**src/rtl/fnif_pkg.sv**
```systemverilog
package fnif_pkg;

    // Fixed field widths of the ports
    localparam int PIX_IN_W   = 8;
    localparam int PIX_OUT_W  = 8;
    localparam int ROW_OUT_W  = 10;
    localparam int COL_OUT_W  = 5;

    // Configuration register widths
    localparam int THR_W      = 8;
    localparam int WID_W      = 6;
    localparam int HGT_W      = 11;
    localparam int CFG_IDX_W  = 2;
    localparam int CFG_DATA_W = 11;

    // Compare domains wide enough for any legal column / row limit
    localparam int W_CMP_W    = 7;
    localparam int H_CMP_W    = 17;

    // Reset values of the configuration registers
    localparam logic [THR_W-1:0] THR_RST = 8'd1;
    localparam logic [WID_W-1:0] WID_RST = 6'd32;
    localparam logic [HGT_W-1:0] HGT_RST = 11'd32;

    // Neighbor slots of the judge unit
    localparam int NB_MAX     = 4;
    localparam int NB_CNT_W   = 3;
    localparam int NB_UP      = 0;
    localparam int NB_LEFT    = 1;
    localparam int NB_DOWN    = 2;
    localparam int NB_RIGHT   = 3;

    // Register indexes of the configuration port
    typedef enum logic [CFG_IDX_W-1:0] {
        CFG_THRESHOLD = 2'd0,
        CFG_WIDTH     = 2'd1,
        CFG_HEIGHT    = 2'd2
    } t_cfg_idx;

    // Input request payload
    typedef struct packed {
        logic [PIX_IN_W-1:0] pixel_in;
    } t_pix_req;

    // Result request payload
    typedef struct packed {
        logic [PIX_OUT_W-1:0] pixel_out;
        logic [ROW_OUT_W-1:0] out_row;
        logic [COL_OUT_W-1:0] out_col;
        logic                 was_replaced;
        logic                 last_of_run;
        logic                 end_of_image;
    } t_res_req;

endpackage

```
**src/rtl/fnif_intf.sv**
```systemverilog
// Pixel input channel
interface fnif_pix_if;
    import fnif_pkg::*;
    logic     valid;
    logic     ready;
    t_pix_req data;
    modport source(output valid, output data, input ready);
    modport sink(input valid, input data, output ready);
endinterface

// Filtered result channel
interface fnif_res_if;
    import fnif_pkg::*;
    logic     valid;
    logic     ready;
    t_res_req data;
    modport source(output valid, output data, input ready);
    modport sink(input valid, input data, output ready);
endinterface

```
**src/rtl/four_neighbor_impulse_filter.sv**
```systemverilog
// Four-neighbor impulse noise filter, pixels in raster order.
// i_pix carries one pixel per request (valid/ready). o_res carries one
// filtered pixel per request with its row, column, a replaced flag, a flag
// on the last result of each input and a flag on the image's last pixel.
// The configuration port (i_cfg_we, i_cfg_idx, i_cfg_data) sets threshold,
// width and height; write it only while the block is idle.
// Pixels of the first row are only stored, with no result.
// Every later pixel releases the pixel above it in the steps accept,
// memory read and compare, divide and write back, set by the
// read-modify-write of the row memories. The last pixel of the image then
// flushes the final row one pixel at a time, as the left neighbor of
// each pixel is the filtered value of the one before.
// Results sit in an output register; a new pixel is taken while one waits,
// and a stalled receiver holds the block in its write-back step.
// Reset (synchronous, active low) restores the register defaults and the
// raster position; row memory contents are not cleared.
module four_neighbor_impulse_filter #(
    parameter int MAX_COLS   = 32,
    parameter int MAX_ROWS   = 1024,
    parameter int PIXEL_BITS = 8
) (
    input  logic                            i_clk,
    input  logic                            i_rst_n,
    fnif_pix_if.sink                        i_pix,
    fnif_res_if.source                      o_res,
    input  logic                            i_cfg_we,
    input  logic [fnif_pkg::CFG_IDX_W-1:0]  i_cfg_idx,
    input  logic [fnif_pkg::CFG_DATA_W-1:0] i_cfg_data
);
    import fnif_pkg::*;

    localparam int AW = $clog2(MAX_COLS);
    localparam int RW = $clog2(MAX_ROWS);
    localparam logic [W_CMP_W-1:0] MAXC = W_CMP_W'(MAX_COLS);
    localparam logic [H_CMP_W-1:0] MAXR = H_CMP_W'(MAX_ROWS);
    localparam logic [W_CMP_W-1:0] MINW = W_CMP_W'(2);
    localparam logic [H_CMP_W-1:0] MINH = H_CMP_W'(2);

    typedef enum logic [2:0] {
        S_IDLE = 3'b001,
        S_EVAL = 3'b010,
        S_EMIT = 3'b100
    } t_state;

    t_state                r_state;
    logic [THR_W-1:0]      r_thr;
    logic [WID_W-1:0]      r_wid;
    logic [HGT_W-1:0]      r_hgt;
    logic [AW-1:0]         r_col;
    logic [RW-1:0]         r_row;
    logic [AW-1:0]         r_cur_c;
    logic [RW-1:0]         r_item_row;
    logic [PIXEL_BITS-1:0] r_p;
    logic                  r_has_above;
    logic                  r_flush_pend;
    logic                  r_flush;
    logic [AW-1:0]         r_fj;
    logic [PIXEL_BITS-1:0] r_left;
    logic                  r_out_valid;
    t_res_req              r_out;

    logic [W_CMP_W-1:0]    wv;
    logic [W_CMP_W-1:0]    eff_w;
    logic [H_CMP_W-1:0]    hv;
    logic [H_CMP_W-1:0]    eff_h;
    logic                  last_col;
    logic                  last_row;
    logic                  in_acc;
    logic [PIXEL_BITS-1:0] p_in;
    logic [AW-1:0]         rd_col;
    logic [AW-1:0]         rd_nxt;
    logic [AW-1:0]         cc;
    logic                  fj_last;
    logic                  emit_go;

    logic [PIXEL_BITS-1:0] p_rd0;
    logic [PIXEL_BITS-1:0] p_rd1;
    logic [PIXEL_BITS-1:0] a_rd;
    logic [PIXEL_BITS-1:0] nb [NB_MAX];
    logic [NB_MAX-1:0]     present;
    logic [PIXEL_BITS-1:0] j_value;
    logic                  j_replaced;

    // Configuration registers
    always_ff @(posedge i_clk) begin
        if (!i_rst_n) begin
            r_thr <= THR_RST;
            r_wid <= WID_RST;
            r_hgt <= HGT_RST;
        end else if (i_cfg_we) begin
            case (i_cfg_idx)
                CFG_THRESHOLD: r_thr <= i_cfg_data[THR_W-1:0];
                CFG_WIDTH:     r_wid <= i_cfg_data[WID_W-1:0];
                CFG_HEIGHT:    r_hgt <= i_cfg_data[HGT_W-1:0];
                default:       ;
            endcase
        end
    end

    // Clamped image dimensions
    always_comb begin
        wv = W_CMP_W'(r_wid);
        hv = H_CMP_W'(r_hgt);
        if (wv < MINW) begin
            eff_w = MINW;
        end else if (wv > MAXC) begin
            eff_w = MAXC;
        end else begin
            eff_w = wv;
        end
        if (hv < MINH) begin
            eff_h = MINH;
        end else if (hv > MAXR) begin
            eff_h = MAXR;
        end else begin
            eff_h = hv;
        end
    end

    assign last_col = (W_CMP_W'(r_col) + W_CMP_W'(1)) >= eff_w;
    assign last_row = (H_CMP_W'(r_row) + H_CMP_W'(1)) >= eff_h;

    assign i_pix.ready = (r_state == S_IDLE);
    assign in_acc      = i_pix.valid && i_pix.ready;
    assign p_in        = PIXEL_BITS'(i_pix.data.pixel_in);

    // Column under work and flush end test
    assign cc      = r_flush ? r_fj : r_cur_c;
    assign fj_last = (W_CMP_W'(r_fj) + W_CMP_W'(1)) >= eff_w;
    assign emit_go = (r_state == S_EMIT) && (!r_out_valid || o_res.ready);

    // Read address: the new pixel's column at accept, the next flush column
    // at write-back; the right neighbor sits one column on
    always_comb begin
        case (r_state)
            S_IDLE:  rd_col = r_col;
            S_EMIT:  rd_col = r_flush ? (r_fj + AW'(1)) : '0;
            default: rd_col = r_cur_c;
        endcase
        if ((32'(rd_col) + 32'd1) < 32'(MAX_COLS)) begin
            rd_nxt = rd_col + AW'(1);
        end else begin
            rd_nxt = '0;
        end
    end

    fnif_store #(
        .DEPTH (MAX_COLS),
        .AW    (AW),
        .PW    (PIXEL_BITS)
    ) u_store (
        .i_clk      (i_clk),
        .i_p_we     (in_acc),
        .i_p_waddr  (r_col),
        .i_p_wdata  (p_in),
        .i_p_raddr0 (rd_col),
        .i_p_raddr1 (rd_nxt),
        .o_p_rdata0 (p_rd0),
        .o_p_rdata1 (p_rd1),
        .i_a_we     (emit_go),
        .i_a_waddr  (cc),
        .i_a_wdata  (j_value),
        .i_a_raddr  (rd_col),
        .o_a_rdata  (a_rd)
    );

    // Neighbor set: up and left are filtered, down and right are raw
    always_comb begin
        nb[NB_UP]         = a_rd;
        nb[NB_LEFT]       = r_left;
        nb[NB_DOWN]       = r_p;
        nb[NB_RIGHT]      = p_rd1;
        present[NB_UP]    = r_flush || r_has_above;
        present[NB_LEFT]  = (cc != '0);
        present[NB_DOWN]  = !r_flush;
        present[NB_RIGHT] = (W_CMP_W'(cc) + W_CMP_W'(1)) < eff_w;
    end

    fnif_judge #(
        .PIXEL_BITS (PIXEL_BITS)
    ) u_judge (
        .i_clk      (i_clk),
        .i_load     (r_state == S_EVAL),
        .i_thr      (r_thr),
        .i_center   (p_rd0),
        .i_nb       (nb),
        .i_present  (present),
        .o_value    (j_value),
        .o_replaced (j_replaced)
    );

    // Sequencer, raster position and flush walk
    always_ff @(posedge i_clk) begin
        if (!i_rst_n) begin
            r_state      <= S_IDLE;
            r_col        <= '0;
            r_row        <= '0;
            r_flush      <= 1'b0;
            r_flush_pend <= 1'b0;
            r_fj         <= '0;
            r_left       <= '0;
        end else begin
            case (r_state)
                S_IDLE: begin
                    if (in_acc) begin
                        r_flush_pend <= last_col && last_row;
                        if (last_col) begin
                            r_col <= '0;
                            r_row <= last_row ? '0 : (r_row + RW'(1));
                        end else begin
                            r_col <= r_col + AW'(1);
                        end
                        r_state <= (r_row != '0) ? S_EVAL : S_IDLE;
                    end
                end
                S_EVAL: begin
                    r_state <= S_EMIT;
                end
                S_EMIT: begin
                    if (emit_go) begin
                        r_left <= j_value;
                        if (!r_flush && r_flush_pend) begin
                            r_flush <= 1'b1;
                            r_fj    <= '0;
                            r_state <= S_EVAL;
                        end else if (r_flush && !fj_last) begin
                            r_fj    <= r_fj + AW'(1);
                            r_state <= S_EVAL;
                        end else begin
                            r_flush <= 1'b0;
                            r_state <= S_IDLE;
                        end
                    end
                end
                default: r_state <= S_IDLE;
            endcase
        end
    end

    // Per-item context
    always_ff @(posedge i_clk) begin
        if (in_acc) begin
            r_cur_c     <= r_col;
            r_item_row  <= r_row;
            r_p         <= p_in;
            r_has_above <= r_row > RW'(1);
        end
    end

    // Output register
    always_ff @(posedge i_clk) begin
        if (!i_rst_n) begin
            r_out_valid <= 1'b0;
        end else if (emit_go) begin
            r_out_valid <= 1'b1;
        end else if (o_res.ready) begin
            r_out_valid <= 1'b0;
        end
    end

    always_ff @(posedge i_clk) begin
        if (emit_go) begin
            r_out.pixel_out    <= PIX_OUT_W'(j_value);
            r_out.out_row      <= ROW_OUT_W'(r_flush ? r_item_row : (r_item_row - RW'(1)));
            r_out.out_col      <= COL_OUT_W'(cc);
            r_out.was_replaced <= j_replaced;
            r_out.last_of_run  <= r_flush ? fj_last : !r_flush_pend;
            r_out.end_of_image <= r_flush && fj_last;
        end
    end

    assign o_res.valid = r_out_valid;
    assign o_res.data  = r_out;

    // A pixel below the first row always goes on to the memory read
    ast_eval_after_acc: assert property (@(posedge i_clk) disable iff (!i_rst_n)
        in_acc && (r_row != '0) |=> r_state == S_EVAL)
        else $error("accepted pixel did not start evaluation");

    // The flush walk never passes the row end
    ast_flush_in_row: assert property (@(posedge i_clk) disable iff (!i_rst_n)
        r_flush |-> (W_CMP_W'(r_fj) < eff_w))
        else $error("flush column beyond image width");

    // End of image only ever marks the last result of its input
    ast_eoi_last: assert property (@(posedge i_clk) disable iff (!i_rst_n)
        r_out_valid && r_out.end_of_image |-> r_out.last_of_run)
        else $error("end of image without last of run");

    // A stalled write-back holds its place in the flush walk
    ast_emit_hold: assert property (@(posedge i_clk) disable iff (!i_rst_n)
        (r_state == S_EMIT) && !emit_go |=> (r_state == S_EMIT) && $stable(r_fj))
        else $error("write-back advanced while output stalled");

endmodule

```
**src/rtl/fnif_store.sv**
```systemverilog
// Row stores: raw pending row (two read ports) and filtered row above
// (one read port). Read data registered, old data on a same-address write.
module fnif_store #(
    parameter int DEPTH = 32,
    parameter int AW    = 5,
    parameter int PW    = 8
) (
    input  logic          i_clk,
    input  logic          i_p_we,
    input  logic [AW-1:0] i_p_waddr,
    input  logic [PW-1:0] i_p_wdata,
    input  logic [AW-1:0] i_p_raddr0,
    input  logic [AW-1:0] i_p_raddr1,
    output logic [PW-1:0] o_p_rdata0,
    output logic [PW-1:0] o_p_rdata1,
    input  logic          i_a_we,
    input  logic [AW-1:0] i_a_waddr,
    input  logic [PW-1:0] i_a_wdata,
    input  logic [AW-1:0] i_a_raddr,
    output logic [PW-1:0] o_a_rdata
);

    logic [PW-1:0] r_pend_mem  [DEPTH];
    logic [PW-1:0] r_above_mem [DEPTH];
    logic [PW-1:0] r_p_rd0;
    logic [PW-1:0] r_p_rd1;
    logic [PW-1:0] r_a_rd;

    // Pending raw row
    always_ff @(posedge i_clk) begin
        if (i_p_we) begin
            r_pend_mem[i_p_waddr] <= i_p_wdata;
        end
        r_p_rd0 <= r_pend_mem[i_p_raddr0];
        r_p_rd1 <= r_pend_mem[i_p_raddr1];
    end

    // Filtered row above
    always_ff @(posedge i_clk) begin
        if (i_a_we) begin
            r_above_mem[i_a_waddr] <= i_a_wdata;
        end
        r_a_rd <= r_above_mem[i_a_raddr];
    end

    assign o_p_rdata0 = r_p_rd0;
    assign o_p_rdata1 = r_p_rd1;
    assign o_a_rdata  = r_a_rd;

endmodule

```
**src/rtl/fnif_judge.sv**
```systemverilog
// Impulse judge: stage one compares against the neighbors and sums them,
// stage two divides the sum by the neighbor count and rounds.
module fnif_judge #(
    parameter int PIXEL_BITS = 8
) (
    input  logic                         i_clk,
    input  logic                         i_load,
    input  logic [fnif_pkg::THR_W-1:0]   i_thr,
    input  logic [PIXEL_BITS-1:0]        i_center,
    input  logic [PIXEL_BITS-1:0]        i_nb [fnif_pkg::NB_MAX],
    input  logic [fnif_pkg::NB_MAX-1:0]  i_present,
    output logic [PIXEL_BITS-1:0]        o_value,
    output logic                         o_replaced
);
    import fnif_pkg::*;

    localparam int SW = PIXEL_BITS + 2;
    localparam int DW = (PIXEL_BITS > THR_W) ? PIXEL_BITS : THR_W;
    // floor(2^SW / 3): estimate is exact or one low for any SW-bit sum
    localparam logic [SW-1:0] K3    = SW'((2 ** SW) / 3);
    localparam logic [SW-1:0] THREE = SW'(3);
    localparam logic [SW-1:0] TWO   = SW'(2);

    logic [PIXEL_BITS-1:0] diff [NB_MAX];
    logic                  n_imp;
    logic [SW-1:0]         n_sum;
    logic [NB_CNT_W-1:0]   n_cnt;

    logic [PIXEL_BITS-1:0] r_center;
    logic [SW-1:0]         r_sum;
    logic [NB_CNT_W-1:0]   r_cnt;
    logic                  r_imp;

    logic [2*SW-1:0]       prod3;
    logic [SW-1:0]         q3;
    logic [SW-1:0]         rem3;
    logic [SW-1:0]         q3c;
    logic [SW-1:0]         rem3c;
    logic [SW-1:0]         q_fin;

    // Compare and accumulate over the neighbors that exist
    always_comb begin
        n_imp = 1'b1;
        n_sum = '0;
        n_cnt = '0;
        for (int k = 0; k < NB_MAX; k++) begin
            diff[k] = (i_center > i_nb[k]) ? (i_center - i_nb[k]) : (i_nb[k] - i_center);
            if (i_present[k]) begin
                if (DW'(diff[k]) <= DW'(i_thr)) begin
                    n_imp = 1'b0;
                end
                n_sum = n_sum + SW'(i_nb[k]);
                n_cnt = n_cnt + NB_CNT_W'(1);
            end
        end
    end

    // Stage register
    always_ff @(posedge i_clk) begin
        if (i_load) begin
            r_center <= i_center;
            r_sum    <= n_sum;
            r_cnt    <= n_cnt;
            r_imp    <= n_imp;
        end
    end

    // Divide by three: reciprocal estimate, then one correction step
    always_comb begin
        prod3 = r_sum * K3;
        q3    = prod3[2*SW-1:SW];
        rem3  = r_sum - (q3 + (q3 << 1));
        if (rem3 >= THREE) begin
            q3c   = q3 + SW'(1);
            rem3c = rem3 - THREE;
        end else begin
            q3c   = q3;
            rem3c = rem3;
        end
    end

    // Round up only when the fraction is above one half
    always_comb begin
        case (r_cnt)
            NB_CNT_W'(2): q_fin = r_sum >> 1;
            NB_CNT_W'(3): q_fin = q3c + SW'(rem3c == TWO);
            NB_CNT_W'(4): q_fin = (r_sum >> 2) + SW'(r_sum[1:0] == 2'b11);
            default:      q_fin = SW'(r_center);
        endcase
    end

    assign o_value    = r_imp ? q_fin[PIXEL_BITS-1:0] : r_center;
    assign o_replaced = r_imp;

endmodule
```
**src/flat_wrapper.sv**
```systemverilog
// flat-port wrapper written by rule: the top's interface ports become plain ports
module four_neighbor_impulse_filter_flat import fnif_pkg::*;
#(
    parameter int MAX_COLS   = 32,
    parameter int MAX_ROWS   = 1024,
    parameter int PIXEL_BITS = 8
)
  (i_clk, i_rst_n, i_cfg_we, i_cfg_idx, i_cfg_data, i_pix_valid, i_pix_data, i_pix_ready, o_res_valid, o_res_data, o_res_ready);
  fnif_pix_if i_pix_i ();
  fnif_res_if o_res_i ();
  input  logic i_clk;
  input  logic i_rst_n;
  input  logic i_cfg_we;
  input  logic [fnif_pkg::CFG_IDX_W-1:0] i_cfg_idx;
  input  logic [fnif_pkg::CFG_DATA_W-1:0] i_cfg_data;
  input wire logic [$bits(i_pix_i.valid)-1:0] i_pix_valid;
  input wire logic [$bits(i_pix_i.data)-1:0] i_pix_data;
  output wire logic [$bits(i_pix_i.ready)-1:0] i_pix_ready;
  output wire logic [$bits(o_res_i.valid)-1:0] o_res_valid;
  output wire logic [$bits(o_res_i.data)-1:0] o_res_data;
  input wire logic [$bits(o_res_i.ready)-1:0] o_res_ready;
  assign i_pix_i.valid = i_pix_valid;
  assign i_pix_i.data = i_pix_data;
  assign i_pix_ready = i_pix_i.ready;
  assign o_res_valid = o_res_i.valid;
  assign o_res_data = o_res_i.data;
  assign o_res_i.ready = o_res_ready;
  four_neighbor_impulse_filter #(.MAX_COLS(MAX_COLS), .MAX_ROWS(MAX_ROWS), .PIXEL_BITS(PIXEL_BITS)) u_core (.i_clk(i_clk), .i_rst_n(i_rst_n), .i_pix(i_pix_i), .o_res(o_res_i), .i_cfg_we(i_cfg_we), .i_cfg_idx(i_cfg_idx), .i_cfg_data(i_cfg_data));
endmodule
```
**config.mk**
```make
export PLATFORM = sky130hd
export DESIGN_NAME = four_neighbor_impulse_filter_flat
export DESIGN_NICKNAME = d
export VERILOG_FILES = /design/src/rtl/fnif_pkg.sv /design/src/rtl/fnif_intf.sv /design/src/rtl/four_neighbor_impulse_filter.sv /design/src/rtl/fnif_store.sv /design/src/rtl/fnif_judge.sv /design/src/flat_wrapper.sv
export SDC_FILE = /design/constraint.sdc
export NUM_CORES = 1
export LEC_CHECK = 0
export BUFFER_PORTS_ARGS = -buffer_cell sky130_fd_sc_hd__buf_2
export CAP_MARGIN = 20
export CORE_AREA = 2 2 390 199
export CTS_CLUSTER_SIZE = 8
export DETAILED_ROUTE_END_ITERATION = 8
export DIE_AREA = 0 0 392 201
export SETUP_SLACK_MARGIN = 0.4
export SYNTH_ARGS = -nofsm -noshare
export SYNTH_HDL_FRONTEND = slang
export SYNTH_HIERARCHICAL = 1
export SYNTH_SLANG_ARGS = --single-unit
```
**constraint.sdc**
```tcl
create_clock -name i_clk -period 25.7 [get_ports i_clk]
set_input_delay 3.855 -clock i_clk [delete_from_list [all_inputs] [get_ports i_clk]]
set_output_delay 3.855 -clock i_clk [all_outputs]
set_load 0.005 [all_outputs]
```
==> results of run 1 <==
## stage by stage
stage / util, % / instances / area [sq um] / hold WS, ns
2_1_floorplan: - / 2450 / 35800 / 0.406
3_3_place_gp: 49.1 / 3478 / 37200 / 0.476
3_5_place_dp: 49.1 / 3479 / 37200 / 0.486
4_1_cts: 52.4 / 3612 / 39800 / 0.498
5_1_grt: 52.5 / 3613 / 39800 / 0.529
6_report: 52.5 / 3613 / 39800 / 0.497
## layout make-up
| type | instances | area, sq um | share of cell area [%] |
|---|---|---|---|
| Clock buffer | 129 | 2500 | 6.29 |
| Clock inverter | 4 | 57.6 | 0.145 |
| Inverter | 174 | 653 | 1.64 |
| Multi-Input combinational cell | 1519 | 15600 | 39.1 |
| Sequential cell | 667 | 19200 | 48.2 |
| Tap cell | 1036 | 1300 | 3.26 |
| Timing Repair Buffer | 84 | 531 | 1.33 |
## sequential cells by signal, summed over array words and instances, names as in the netlist, 6 cells and up
signal / flops
u_core/o_res.data: 26
u_core/u_judge/r_sum: 10
u_core/u_store/o_p_rdata0: 8
u_core/u_store/r_above_mem: 256
u_core/r_wid: 6
u_core/u_store/o_a_rdata: 8
u_core/r_hgt: 11
u_core/r_p: 8
u_core/r_left: 8
u_core/u_store/r_pend_mem: 256
u_core/r_item_row: 10
u_core/u_store/o_p_rdata1: 8
u_core/u_judge/r_center: 8
u_core/r_row: 10
u_core/r_thr: 8
## metal layers
metal / global-route usage, % / part of all wire [%] / up-vias
met4: 3.79 / 1.0 / 0
li1: - / - / 9623
met2: 31.9 / 39 / 1094
met3: 8.56 / 12 / 100
met1: 41.9 / 49 / 11400
met5: 0 / 0 / -
## final timing paths
path                                  endpoint  slack, ns  cells after the start
max          u_core/u_store/r_above_mem[11][6]      15.21                     37
min                            u_core/r_thr[2]       0.50                      2
max reg2reg  u_core/u_store/r_above_mem[11][6]      15.21                     37
min reg2reg                    u_core/r_thr[2]       0.50                      2
## logic make-up after synthesis
logic type	synth area share [%]
and+or+nand+nor	6.94
xor gates and xnor gates	2.82
buffers and inverters	3.08
DFF	53.6
muxes	17.8
adders and majority gates	9.54
AOI/OAI and AO/OA	6.14
## placed cells by master (no fill, tap or decap), types with 6 or more instances in the layout
cell type	count
a211oi_1	9
a21o_1	40
a21oi_1	98
a221oi_1	7
a22oi_1	7
a31oi_1	6
and2_1	8
and3_1	25
buf_2	53
buf_4	29
clkbuf_1	34
clkbuf_16	95
dfxtp_1	83
edfxtp_1	584
fa_1	35
ha_1	216
inv_1	171
mux2_2	40
mux2i_1	52
mux4_2	240
nand2_1	114
nand2b_1	18
nand3_1	48
nand3b_1	13
nand4_1	18
nor2_1	138
nor2b_1	32
nor3_1	19
nor4_1	7
o21a_1	20
o21ai_0	66
o21ai_2	7
o21bai_1	13
or3b_2	7
xnor2_1	80
xor2_1	29
## worst max-delay path: cells and delay by family (launching register included)
family | cells | cell delay, ns
buf+inv | 4 | 0.48
flops | 1 | 0.55
compound gates | 10 | 2.60
xor+xnor | 5 | 1.39
fa+ha+maj | 9 | 3.17
simple gates | 9 | 1.93
## power by group through the flow
stage               registers, mW  logic [mW]  clock network, mW
global route                 1.24        1.04               1.19
detailed placement           1.26       0.929                  0
finish                       1.24       0.959               1.11
global placement             1.26       0.906                  0
CTS                          1.24       0.937               1.14
floorplan                    1.24       0.681                  0
==> results.py, run 1 <==
metrics = {
    "outcome": {
        "outcome": "completed",
    },
    "final_layout": {
        "area_growth_pct": 11.2,
        "num-fill-cells": 6280,
        "nets": 2817,
        "antenna_cells": 0,
        "drive_above_1_share_pct": 20.1,
    },
    "grt": {
        "grt_use_total_pct": 25.3,
        "grt_pass1_wl_mm": 145,
        "grt_max_degree": 99,
        "antenna_found_initial": 5,
        "grt_pass1_vias": 21500,
        "gr-total-overflow": 0,
    },
    "run": {
        "max_cap_viol_count": 0,
    },
    "drt": {
        "via_per_inst": 6.16,
        "num_vias": 22300,
        "ant_nets": 0,
        "firstDrtPassIters": 6,
        "routed_wl_mm": 98.5,
        "drtIter0Drc": 2455,
        "route.detailed.wl_per_inst_um": 27.3,
        "drc": 0,
    },
    "power_and_ir_drop": {
        "p_int_mw": 2.30,
        "p_sw_mw": 1.01,
        "peakVddDrop_mv": 0.0497,
        "p_leak_nw": 14.1,
        "switching_share_pct": 30.6,
        "combPwrFrac_pct": 29.0,
        "p_seq_share_pct": 37.4,
        "pwr-share-clk_pct": 33.6,
        "total_power_mw": 3.31,
        "power.density_mw_per_mm2": 83.2,
    },
    "yosys": {
        "syn_area_sq_mm": 0.0358,
        "ys_seq_area_share_pct": 53.6,
        "yosysWarnings": 6,
        "yosysUniqueCellTypes": 95,
        "synth-edff-count": 584,
        "netlist_instances": 2450,
        "syn_nets": 2728,
        "async_flop_share_pct": 0,
        "ys_top_cells_by_count": "edfxtp_1 (584), mux4_2 (240), ha_1 (217), inv_1 (173), nor2_1 (138)",
        "ys_ff_latch": 667,
        "synth_most_common_cell": "edfxtp_1",
        "dominantRegCellSynth": "edfxtp_1",
        "syn_area_per_cell_sq_um": 14.6,
        "yosysTopAreaCellShare_pct": 49.0,
        "synth_area_leaders": "edfxtp_1 (49%), mux4_2 (15%), ha_1 (7.6%)",
        "synth_top_cell_by_area": "edfxtp_1",
    },
    "setup_path": {
        "cp_max_fo": 34,
        "crit_top_cell": "ha_1",
        "worst_path_max_delay_cell": "a21oi_4",
        "start_kind": "flop",
        "endpoint_kind": "flop",
        "slowest_delay_ns": 0.72,
        "criticalPathCategory": "flop to flop",
        "r2r-start": "u_core/u_judge/r_sum[1]",
        "cp-startpoint": "u_core/u_judge/r_sum[1]",
        "worstPathRequired_ns": 26.01,
        "arrival_ns": 10.80,
    },
    "clock_tree": {
        "clk_pin_slew_ns": 0.05,
        "numCtsBuffers": 93,
        "cts_resized": 0,
        "htree_levels": 3,
        "cts_sinks": 667,
        "ctsHoldBuffers": 0,
        "cts_tree": "built",
        "clk_latency_ns": 0.67,
        "post_cts_buffers": 0,
        "root_buffer": "clkbuf_16",
        "clock_path_buffers": 3,
    },
    "timing": {
        "rsz0062_at_grt": "false",
        "worstMarginPinSlew_ns": 1.06,
        "finalCriticalPeriod_ns": 10.49,
        "slew_headroom_pct": 28.9,
        "setup_tns_ns": 0,
        "finalClockSkew_ns": 0.0387,
        "slew_violations": 0,
        "period_share_pct": 40.8,
        "setup_violations": 0,
        "fmax_mhz": 95.4,
        "worst_slack_ns": 15.21,
        "hold_viol": 0,
    },
    "worst_hold_path": {
        "hold_path_class": "flop to flop",
        "min_from": "u_core/r_thr[2]",
    },
    "place": {
        "place_hpwl_mm": 68.8,
        "pre_cts_slack_ns": 15.20,
        "io_buffers": 53,
        "gp_congestion": 0.945,
    },
    "floorplanning": {
        "die_width_um": 392,
        "coreArea_sq_mm": 0.0759,
        "fp-row-count": 72,
        "start_util_pct": 47.2,
        "die_height_um": 201,
        "die-area_sq_mm": 0.0788,
        "ios": 54,
    },
}
Note: power is estimated with default switching activity, not from simulation.
==> inputs of run 2 (changes only) <==
--- a/config.mk
+++ b/config.mk
@@ -11,6 +11,7 @@
 export CTS_CLUSTER_SIZE = 8
 export DETAILED_ROUTE_END_ITERATION = 8
 export DIE_AREA = 0 0 392 201
+export PLACE_DENSITY = 0.65
 export SETUP_SLACK_MARGIN = 0.4
 export SYNTH_ARGS = -nofsm -noshare
 export SYNTH_HDL_FRONTEND = slang
==> constraint.sdc (replaced) <==
create_clock -name i_clk -period 8.52 [get_ports i_clk]
set_input_delay 1.278 -clock i_clk [delete_from_list [all_inputs] [get_ports i_clk]]
set_output_delay 1.278 -clock i_clk [all_outputs]
set_load 0.005 [all_outputs]
==> run 2 against run 1 <==
The flow now finishes with violations (setup timing). Cell count is 3.8% higher. Critical path depth up 1. Core utilization up 2.2 points. Final area up 4.2%. Sequential share of layout area shrank 1.9 points. Setup slack lost 15 ns. Critical path type unchanged. Highest routed layer is now met5.
==> results.py, run 2 (synthesis gave the netlist of run 1 again) <==
metrics = {
    "timing": {
        "finalClockSkew_ns": 0.0408,
        "hold_slack_ns": 0.501,
        "slew_violations": 0,
        "period_share_pct": 101,
        "finalCriticalPeriod_ns": 8.58,
        "rsz0062_at_grt": "true",
        "setup_tns_ns": -2.22,
        "worst_slack_ns": -0.0638,
        "worstMarginPinSlew_ns": 1.16,
        "hold_viol": 0,
        "slew_headroom_pct": 22.1,
        "setup_violations": 64,
        "fmax_mhz": 116,
    },
    "place": {
        "gp_congestion": 0.949,
        "dpl_cell_area_sq_mm": 0.0379,
        "io_buffers": 53,
        "place_hpwl_mm": 70.5,
    },
    "setup_path": {
        "endpoint": "u_core/u_store/r_above_mem[6][6]",
        "reg2reg_depth": 38,
        "cp-startpoint": "u_core/u_judge/r_sum[3]",
        "arrival_ns": 9.05,
        "worstPathRequired_ns": 8.98,
        "worst_path_max_delay_cell": "fa_2",
        "slowest_delay_ns": 0.52,
        "cp_max_fo": 33,
        "criticalPathCategory": "flop to flop",
        "start_kind": "flop",
        "crit_top_cell": "ha_4",
        "r2r-start": "u_core/u_judge/r_sum[3]",
        "r2r_end": "u_core/u_store/r_above_mem[6][6]",
        "endpoint_kind": "flop",
        "r2r_slack_ns": -0.06,
    },
    "grt": {
        "grt_pass1_wl_mm": 147,
        "gr-usage-met1_pct": 43.1,
        "top_usage_layer": "met1",
        "grt_pass1_vias": 22400,
        "gr-total-overflow": 0,
        "met2_usage_pct": 31.4,
        "antenna_found_initial": 8,
        "grt_use_total_pct": 25.5,
        "grt_max_degree": 68,
        "grtUsageMet3_pct": 7.69,
    },
    "drt": {
        "routed_wl_mm": 101,
        "via_per_inst": 6.20,
        "firstDrtPassIters": 5,
        "ant_nets": 0,
        "drc": 0,
        "num_vias": 23300,
        "drtIter0Drc": 3300,
        "route.detailed.wl_per_inst_um": 27.0,
    },
    "floorplanning": {
        "ios": 54,
        "fp-row-count": 72,
        "coreArea_sq_mm": 0.0759,
        "start_util_pct": 47.2,
        "die-area_sq_mm": 0.0788,
        "die_width_um": 392,
        "die_height_um": 201,
    },
    "final_layout": {
        "nets": 2911,
        "final_common_cell": "edfxtp_1",
        "area_growth_pct": 15.9,
        "drive_above_1_share_pct": 25.2,
        "final_cell_mix": "edfxtp_1 (584), mux4_2 (240), ha_1 (203)",
        "final_cell_area_sq_mm": 0.0415,
        "final_core_util_pct": 54.7,
        "num-fill-cells": 6070,
    },
    "clock_tree": {
        "cts_sinks": 667,
        "clock_path_buffers": 3,
        "ctsHoldBuffers": 0,
        "root_buffer": "clkbuf_16",
        "clk_pin_slew_ns": 0.06,
        "htree_levels": 3,
        "numCtsBuffers": 93,
        "cts_tree": "built",
        "clk_latency_ns": 0.66,
    },
    "power_and_ir_drop": {
        "p_leak_nw": 14.8,
        "total_power_mw": 10.1,
        "power.density_mw_per_mm2": 243,
        "peakVddDrop_mv": 0.179,
    },
    "worst_hold_path": {
        "hold_path_class": "flop to flop",
    },
    "outcome": {
        "outcome": "complete, but fails checks",
        "violations": "setup timing",
    },
    "run": {
        "max_cap_viol_count": 0,
    },
}
==> run 2: report_power, final <==
group          total [mW]  internal [mW]  switching (mW)
Clock                3.51           2.09            1.42
Combinational        2.82           1.30            1.52
Sequential           3.76           3.63           0.126
Total                10.1           7.02            3.07
==> run 2: cell type report <==
cell class	count	area (sq um)	share of cell area [%]
Sequential cell	667	19200	46.3
Multi-Input combinational cell	1521	16100	38.9
Clock buffer	169	2640	6.37
Timing Repair Buffer	176	1420	3.43
Tap cell	1036	1300	3.12
Inverter	174	653	1.57
Clock inverter	7	141	0.341
Antenna cell	2	5.00	0.0121
==> run 2: how the worst min path moves through the flow <==
| stage | from | cells past startpoint | end |
|---|---|---|---|
| 3_3_place_gp | u_core/r_thr[2] | 2 | u_core/r_thr[2] |
| 3_5_place_dp | u_core/r_thr[1] | 2 | u_core/r_thr[1] |
| 2_1_floorplan | u_core/r_row[4] | 0 | u_core/r_item_row[4] |
| 6_report | u_core/r_thr[7] | 2 | u_core/r_thr[7] |
| 4_1_cts | u_core/r_thr[7] | 2 | u_core/r_thr[7] |
| 5_1_grt | u_core/r_thr[7] | 2 | u_core/r_thr[7] |
==> run 2: repair_timing <==
item	4_1_cts	5_1_grt
gates resized for setup	34	22
pin swaps	27	9
setup endpoints to repair	181	272
buffers inserted	17	12
gates cloned	2	5
==> run 2: per-stage QoR <==
| stage | worst slack, ns | cells |
|---|---|---|
| final | -0.0638 | 3752 |
| after global routing | -0.413 | 3752 |
| after CTS | -0.0238 | 3727 |
| after detailed placement | -0.292 | 3532 |
| after global placement | -0.0465 | 3529 |
| after floorplan | 0.112 | 2450 |
==> run 2: worst max-delay path: cells and delay by family, from the launching register on <==
| kind | cells | cell delay [ns] |
|---|---|---|
| AO/OA/AOI/OAI | 11 | 2.15 |
| XOR/XNOR | 5 | 1.08 |
| adder cells (fa/ha/maj) | 9 | 2.94 |
| buffers and inverters | 5 | 0.51 |
| flip-flops | 1 | 0.50 |
| AND/OR/NAND/NOR | 8 | 1.24 |
==> run 2: routing by layer <==
| metal | vias to the layer above | wire [um] | share of wire, % |
|---|---|---|---|
| met1 | 11900 | 48200 | 48 |
| met5 | - | 11 | 0.011 |
| met3 | 117 | 13400 | 13 |
| li1 | 9868 | - | - |
| met2 | 1387 | 38500 | 38 |
| met4 | 2 | 1350 | 1.3 |
